--- src/hdl/sfc_ram.sv ---
// generic single write port, single read port ram with registered read
`default_nettype none
module sfc_ram #(
   parameter int WIDTH = 24,
   parameter int DEPTH = 64,
   parameter int AW    = (DEPTH > 1) ? $clog2(DEPTH) : 1
) (
   input  wire logic             clock,
   input  wire logic             wr_en,
   input  wire logic [AW-1:0]    wr_addr,
   input  wire logic [WIDTH-1:0] wr_data,
   input  wire logic [AW-1:0]    rd_addr,
   output logic      [WIDTH-1:0] rd_data
);

   logic [WIDTH-1:0] mem [DEPTH];

   always_ff @(posedge clock) begin
      if (wr_en) begin
         mem[wr_addr] <= wr_data;
      end
      rd_data <= mem[rd_addr];
   end

endmodule
`default_nettype wire

--- config.mk ---
export PLATFORM = sky130hd
export DESIGN_NAME = sfc_ram
export DESIGN_NICKNAME = d
export VERILOG_FILES = /design/src/hdl/sfc_ram.sv
export SDC_FILE = /design/constraint.sdc
export NUM_CORES = 1
export LEC_CHECK = 0
export ABC_AREA = 1
export BUFFER_PORTS_ARGS = -buffer_cell sky130_fd_sc_hd__buf_2
export CORE_MARGIN = 2
export CORE_UTILIZATION = 35
export CTS_CLUSTER_DIAMETER = 200
export DETAILED_ROUTE_END_ITERATION = 6
export PLACE_DENSITY = 0.6
export SYNTH_ARGS = -nofsm -noshare
export SYNTH_HDL_FRONTEND = slang
export SYNTH_SLANG_ARGS = --single-unit
--- constraint.sdc ---
create_clock -name clock -period 3.9 [get_ports clock]
set_clock_uncertainty 0.05 [all_clocks]
set_input_delay 0.78 -clock clock [delete_from_list [all_inputs] [get_ports clock]]
set_output_delay 0.78 -clock clock [all_outputs]
set_load 0.02 [all_outputs]
==> summary.md, run 1 <==
| Metric | Value |
|---|---|
| Root Buffer | `clkbuf_16` |
| Final Cycle Share | `68.92%` |
| Startpoint types | `input pin` |
| Int Power | `approximately 0.027 W` |
| CP cell instances | `buf_8 -> inv_16 -> buf_12 -> nand2_1 -> nand3_1 -> nand3_1 -> nand2_1 -> nand2_1 -> nand3_1 -> nand3_1 -> nand2_1` |
| Fmax | `372.0 MHz` |
| Cells after Synth | `between 5000 and 6000` |
| Syn_nets | `5268` |
| Post-synth EDFFs | `roughly 1500` |
| Net count, final | `approximately 5300` |
| Failing checks | `max-capacitance violations` |
| # fillers | `16550` |
| Place WS | `0.5541 ns` |
| Crit path max-delay cell type | `nand3_1` |
| Fin Hold WS | `0.3311 ns` |
| Detail Route Antenna Nets | `0` |
| Synthesized area | `62760 um2` |
| Overflow after GRT | `0` |
| I/O Buffers | `61` |
| Placer Congestion | `0.8236` |
| Worst r2r src | `mem[55][21]$_DFFE_PP_` |
| Sequential Power Share | `52.4%` |
| First-pass GRT wire length | `266100 um` |
| CTS Buffer Depth | `3` |
| Iter 0 DRT Violations | `4770` |
| # hold bufs at CTS | `0` |
| Clk network pwr share | `41.1%` |
| Worst EP required | `4.52 ns` |
| Clock transition at the registers of the reported paths | `0.06 ns` |
| Syn Area/Cell | `around 12 um2` |
| Met1 usage | `27.60%` |
| WHS Endpoint | `mem[46][15]$_DFFE_PP_` |
| Synthesis-stage register bit count | `around 1600` |
| Tightest Pin Transition | `1.474 ns` |
| DR vias/cell | `5.247` |
| Initial antenna violation count | `18` |
| Post-route cell area | `71010 um2` |
| Power Dens Cells | `roughly 500 nW/um2` |
| Seq/Total Area, Yosys | `about 74%` |
| Vias in the first global route | `38210` |
| CP Class | `in -> reg` |
| WP buf/inv | `3` |
| Max Fanout on Critical Path | `between 90 and 100` |
| R2R setup slack | `2.03 ns` |
| Synth warnings | `0` |
| LEAKAGE | `between 20 and 30 nW` |
| Routed wire length | `183500 um` |
| Max cap viols | `1` |
| Reg-to-reg endpoint | `rd_data[21]$_DFF_P_` |
| Switching Fraction | `between 20 and 25%` |
| CTS tree | `done` |
| Die Ht | `427.4 um` |
| Net switching power | `between 0.008 and 0.009 W` |
| Count leader, synth | `nand2_1` |
| Number of CTS-inserted buffers | `157` |
| Final WS setup | `1.212 ns` |
| Die area | `roughly 180000 um2` |
| Post-route insts no fill | `7782` |
| # resized after CTS | `0` |
| Top_reg_cell synth | `edfxtp_1` |
| Leading area contributor after synthesis | `edfxtp_1` |
| Slew HR | `1.654%` |
| Routing usage on met3 | `3.021%` |
| Share of cells above drive strength 1 | `9.657%` |
| Setup TNS | `0 ns` |
| H-tree depth | `4` |
| Number of remaining DRC errors | `0` |
| Worst Hold Depth | `1` |
| Placed Area | `between 60000 and 70000 um2` |
| Initial core utilization | `35.21%` |
| Reg2Reg Depth | `8` |
| RSZ-0062 raised after global routing | `no` |
| Grt peak-use layer | `met2` |
| Pre-Repair DR Iteration Count | `5` |
| Row cnt | `155` |
| All-Layer GR Usage | `between 15 and 20%` |
| FF+latch area | `between 40000 and 50000 um2` |
| Wire per inst | `between 20 and 25 um` |
| Post-CTS setup buffers | `0` |
| Combinational share of power | `approximately 6.5%` |
| Hold path startpoint | `wr_data[15]` |
| DP HPWL | `102400 um` |
| Share of the synthesized area in the top cell type | `73.50%` |
| Die width | `427.4 um` |
| Netlist cell types | `17` |
| # placed instances | `7487` |
| Via count | `around 40000` |
| Hold Crit Class | `in -> reg` |
| Sink Count | `1560` |
| Worst EP arrival | `approximately 3.3 ns` |
| Outcome | `finished with violations` |
| Multi-input gate area | `14330 um2` |
| Largest net degree at the start of global routing | `137` |
| Final hold viol count | `0` |
| Delay-heaviest family, CP | `simple AND/OR/NAND/NOR gates` |
| I/O Pins | `62` |
| Fraction of registers with async set/reset | `0%` |
| Max incr delay on CP | `0.44 ns` |
| Synth top area cells | `edfxtp_1 (73%), nand2_1 (12%), nand3_1 (10%), buf_2 (1.3%), buf_6 (0.79%)` |
| Core footprint | `roughly 180000 um2` |
| Setup violators final | `0` |
| Met2 Use GR | `31.27%` |
| Most frequent cells after synthesis | `nand2_1 (1944), edfxtp_1 (1536), nand3_1 (1303)` |
| Setup crit end kind | `flop` |
| Final Critical Period | `around 2.7 ns` |
| Pins Over Slew Limit | `0` |
| Syn-to-layout area delta | `13.15%` |
| Worst skew pair latency | `0.79 ns` |
| Max VDD drop | `0.0003743 V` |
cells by family (layout without fill, tap and decap cells):
| group | after synthesis | count (layout) | share of synthesized area, % |
|---|---|---|---|
| buffers and inverters | 350 | 536 | 3.212 |
| DFF | 1560 | 1560 | 74.26 |
| other | 0 | 11 | 0 |
| and+or+nand+nor | 3320 | 3320 | 22.52 |
final cells by class:
type	count	area share, %
Antenna cell	11	0.03876
Clock buffer	214	6.077
Clock inverter	70	0.8652
Inverter	12	0.1145
Multi-Input combinational cell	3320	20.17
Sequential cell	1560	65.63
Tap cell	2355	4.150
Timing Repair Buffer	240	2.950
worst reg2reg max path: cells and delay by family (launching register included):
family | cells | cell delay, ns
DFF | 1 | 0.37
and+or+nand+nor | 8 | 1.35
power by group through the flow:
stage	sequential, W	clock [W]	combinational, W
2_1_floorplan	0.0190	0	0.00121
3_3_place_gp	0.0190	0	0.00229
3_5_place_dp	0.0190	0	0.00230
4_1_cts	0.0187	0.0148	0.00231
5_1_grt	0.0187	0.0154	0.00250
6_report	0.0186	0.0146	0.00231
cell usage in the layout (no fill, tap or decap), types with 8 or more instances in the layout:
master	synthesis	final
nand2_1	1944	1944
dfxtp_1	24	24
nor4_2	0	8
clkbuf_8	0	13
edfxtp_1	1536	1536
clkbuf_16	0	159
diode_2	0	11
buf_12	0	31
clkinv_1	1	28
nor2_2	0	56
clkinv_2	0	19
nand3_1	1303	1303
nand4_1	9	9
buf_4	30	150
clkbuf_1	64	42
buf_2	169	55
worst max path at each step:
stage,from,to,slack (ns),depth (start not counted)
final,rd_addr[0],rd_data[21]$_DFF_P_,1.21,11
after global routing,rd_addr[0],rd_data[4]$_DFF_P_,1.22,11
after CTS,rd_data[21]$_DFF_P_,rd_data[21],1.30,1
after detailed placement,rd_addr[0],rd_data[21]$_DFF_P_,0.55,11
after global placement,rd_addr[0],rd_data[21]$_DFF_P_,0.51,11
after floorplan,wr_en,mem[48][0]$_DFFE_PP_,-0.27,3
registers in the layout (all words and copies together) (netlist names):
signal / cells
mem: 1536
rd_data: 24
stage by stage:
step                power [W]  util [%]
floorplan             0.02019         -
global placement      0.02130     37.04
detailed placement    0.02132     37.06
CTS                   0.03573     39.83
global route          0.03653     39.83
finish                0.03556     39.84
layer usage:
layer	wire length, um	up-vias
met2	85550	1796
met5	38	-
met3	14530	270
met1	76620	20190
li1	-	18570
met4	6737	6
Note: power is estimated with default switching activity, not from simulation.
==> inputs of run 2 (changes only) <==
--- a/config.mk
+++ b/config.mk
@@ -11,7 +11,7 @@
 export CORE_UTILIZATION = 35
 export CTS_CLUSTER_DIAMETER = 200
 export DETAILED_ROUTE_END_ITERATION = 6
-export PLACE_DENSITY = 0.6
+export PLACE_DENSITY = 0.58
 export SYNTH_ARGS = -nofsm -noshare
 export SYNTH_HDL_FRONTEND = slang
 export SYNTH_SLANG_ARGS = --single-unit
==> constraint.sdc (replaced) <==
create_clock -name clock -period 2.6 [get_ports clock]
set_clock_uncertainty 0.05 [all_clocks]
set_input_delay 0.52 -clock clock [delete_from_list [all_inputs] [get_ports clock]]
set_output_delay 0.52 -clock clock [all_outputs]
set_load 0.02 [all_outputs]
==> summary.md, run 2 (same netlist as run 1, synthesis figures left out) <==
| Metric | Value |
|---|---|
| Outcome | `finished with violations (unchanged)` |
| Failing checks | `design-rule violations (was max-capacitance violations)` |
| Cell count along the critical path | `1 (was 11)` |
| Initial antenna violation count | `12 (was 18)` |
| Routing usage on met3 | `3.643% (was 3.021%)` |
| All-Layer GR Usage | `20.45% (was 19.82%)` |
| Most common cell after layout, fill and taps aside | `nand2_1 (unchanged)` |
| Via count | `41440 (was 40840)` |
| LEAKAGE | `26.25 nW (was 25.20 nW)` |
| Detail Route Antenna Nets | `0 (unchanged)` |
| Row cnt | `155 (unchanged)` |
| Hold path startpoint | `wr_data[7] (was wr_data[15])` |
| WP buf/inv | `1 (was 3)` |
| I/O Buffers | `61 (unchanged)` |
| Worst skew pair latency | `0.79 ns (about the same)` |
| Worst r2r src | `mem[55][23]$_DFFE_PP_ (was mem[55][21]$_DFFE_PP_)` |
| Final Cycle Share | `85.01%` |
| CTS Buffer Depth | `3 (unchanged)` |
| Iter 0 DRT Violations | `4816 (was 4770)` |
| Initial core utilization | `35.21% (unchanged)` |
| Crit path max-delay cell type | `dfxtp_1 (was nand3_1)` |
| Root Buffer | `clkbuf_16 (unchanged)` |
| Grt peak-use layer | `met2 (unchanged)` |
| Number of CTS-inserted buffers | `160 (was 157)` |
| Worst Hold Depth | `2 (was 1)` |
| Placed Area | `68440 um2 (was 66050 um2)` |
| Largest regs | `mem: 1536 flops, rd_data: 24 flops (unchanged)` |
| Final Critical Period | `2.210 ns` |
| Setup TNS | `0 ns (unchanged)` |
| Largest net degree at the start of global routing | `65 (was 137)` |
| Startpoint types | `flop (was input pin)` |
| Die area | `182700 um2 (unchanged)` |
| Register name with the most flops | `mem (unchanged)` |
| Worst EP required | `2.03 ns (was 4.52 ns)` |
| Post-CTS setup buffers | `0 (unchanged)` |
| Worst EP arrival | `1.64 ns (was 3.31 ns)` |
| Power Dens Cells | `732.9 nW/um2 (was 500.8 nW/um2)` |
| Vias in the first global route | `39170 (was 38210)` |
| Clock transition at the registers of the reported paths | `0.06 ns (about the same)` |
| Fmax | `452.4 MHz` |
| Max VDD drop | `0.0007269 V (was 0.0003743 V)` |
| CTS tree | `done (unchanged)` |
| Die width | `427.4 um (unchanged)` |
| CP Class | `reg -> out (was in -> reg)` |
| Sink Count | `1560 (unchanged)` |
| RSZ-0062 raised after global routing | `no (unchanged)` |
| Share of cells above drive strength 1 | `11.77% (was 9.657%)` |
| Post-route cell area | `73400 um2 (was 71010 um2)` |
| Overflow after GRT | `0 (unchanged)` |
| Final WS setup | `0.3897 ns (was 1.212 ns)` |
| End-of-flow core utilization | `41.18% (was 39.84%)` |
| I/O Pins | `62 (unchanged)` |
| Slew HR | `36.25% (was 1.654%)` |
| Routed wire length | `188200 um (was 183500 um)` |
| Fin Hold WS | `0.1928 ns (was 0.3311 ns)` |
| Core footprint | `178200 um2 (unchanged)` |
| Max incr delay on CP | `0.58 ns (was 0.44 ns)` |
| Pre-Repair DR Iteration Count | `7 (was 5)` |
| Setup crit end kind | `output pin (was flop)` |
| Placer Congestion | `0.8137 (was 0.8236)` |
| Met2 Use GR | `32.56% (was 31.27%)` |
| Max cap viols | `0 (was 1)` |
| Setup violators final | `0 (unchanged)` |
| Pins Over Slew Limit | `0 (unchanged)` |
| Die Ht | `427.4 um (unchanged)` |
| First-pass GRT wire length | `273500 um (was 266100 um)` |
| Tightest Pin Transition | `0.9552 ns (was 1.474 ns)` |
| Max Fanout on Critical Path | `1 (was 99)` |
| Final hold viol count | `0 (unchanged)` |
| Place WS | `-0.01818 ns (was 0.5541 ns)` |
| Delay-heaviest family, CP | `flip-flops (was simple AND/OR/NAND/NOR gates)` |
| Number of remaining DRC errors | `1 (was 0)` |
| Max FFs per register | `1536 (unchanged)` |
| CP cell instances | `buf_2 (was buf_8 -> inv_16 -> buf_12 -> nand2_1 -> nand3_1 -> nand3_1 -> nand2_1 -> nand2_1 -> nand3_1 -> nand3_1 -> nand2_1)` |
| Syn-to-layout area delta | `16.96% (was 13.15%)` |
| Net count, final | `5456 (was 5329)` |
| DP HPWL | `109300 um (was 102400 um)` |
| H-tree depth | `4 (unchanged)` |
| Met1 usage | `28.54% (was 27.60%)` |
| DR vias/cell | `5.247 (about the same)` |
| Worst setup path startpoint | `rd_data[19]$_DFF_P_ (was rd_addr[0])` |
| Hold Crit Class | `in -> reg (unchanged)` |
| # hold bufs at CTS | `0 (unchanged)` |
| Commonest cells after routing, fill and taps aside | `nand2_1 (1944), edfxtp_1 (1536), nand3_1 (1303) (unchanged)` |
| Reg2Reg Depth | `8 (unchanged)` |
| # resized after CTS | `0 (unchanged)` |
| Wire per inst | `23.84 um (was 23.58 um)` |
-- run 2: power by group --
| part | switching (W) | total, W | leakage (nW) | internal [W] |
|---|---|---|---|---|
| clock network | 0.00962 | 0.0221 | 2.43 | 0.0125 |
| logic | 0.00272 | 0.00378 | 9.79 | 0.00106 |
| registers | 0.000110 | 0.0279 | 14.0 | 0.0278 |
| total | 0.0124 | 0.0538 | 26.2 | 0.0413 |
-- run 2: metal layers --
| metal | routed length (um) | vias up |
|---|---|---|
| met3 | 14820 | 268 |
| met1 | 79670 | 20650 |
| met4 | 5037 | 4 |
| met2 | 88680 | 1691 |
| li1 | - | 18820 |
| met5 | 26 | - |
-- run 2: through the flow --
| stage | instances | total power, W |
|---|---|---|
| after floorplan | 5230 | 0.03030 |
| after global placement | 7611 | 0.03223 |
| after detailed placement | 7611 | 0.03225 |
| after CTS | 7895 | 0.05409 |
| after global routing | 7896 | 0.05537 |
| final | 7897 | 0.05379 |
-- run 2: final timing paths --
check,endpoint,slack [ns]
setup / recovery,rd_data[19],0.39
hold / removal,mem[19][7]$_DFFE_PP_,0.19
setup reg to reg,rd_data[23]$_DFF_P_,0.89
hold reg to reg,rd_data[23]$_DFF_P_,0.75
-- run 2: area by class of cell --
class | count | area, um2
Sequential cell | 1560 | 46600
Timing Repair Buffer | 364 | 4413
Tap cell | 2355 | 2947
Antenna cell | 2 | 5.005
Inverter | 12 | 78.83
Multi-Input combinational cell | 3320 | 14400
Clock inverter | 81 | 666.9
Clock buffer | 203 | 4288
Fill cell | 16390 | 104800
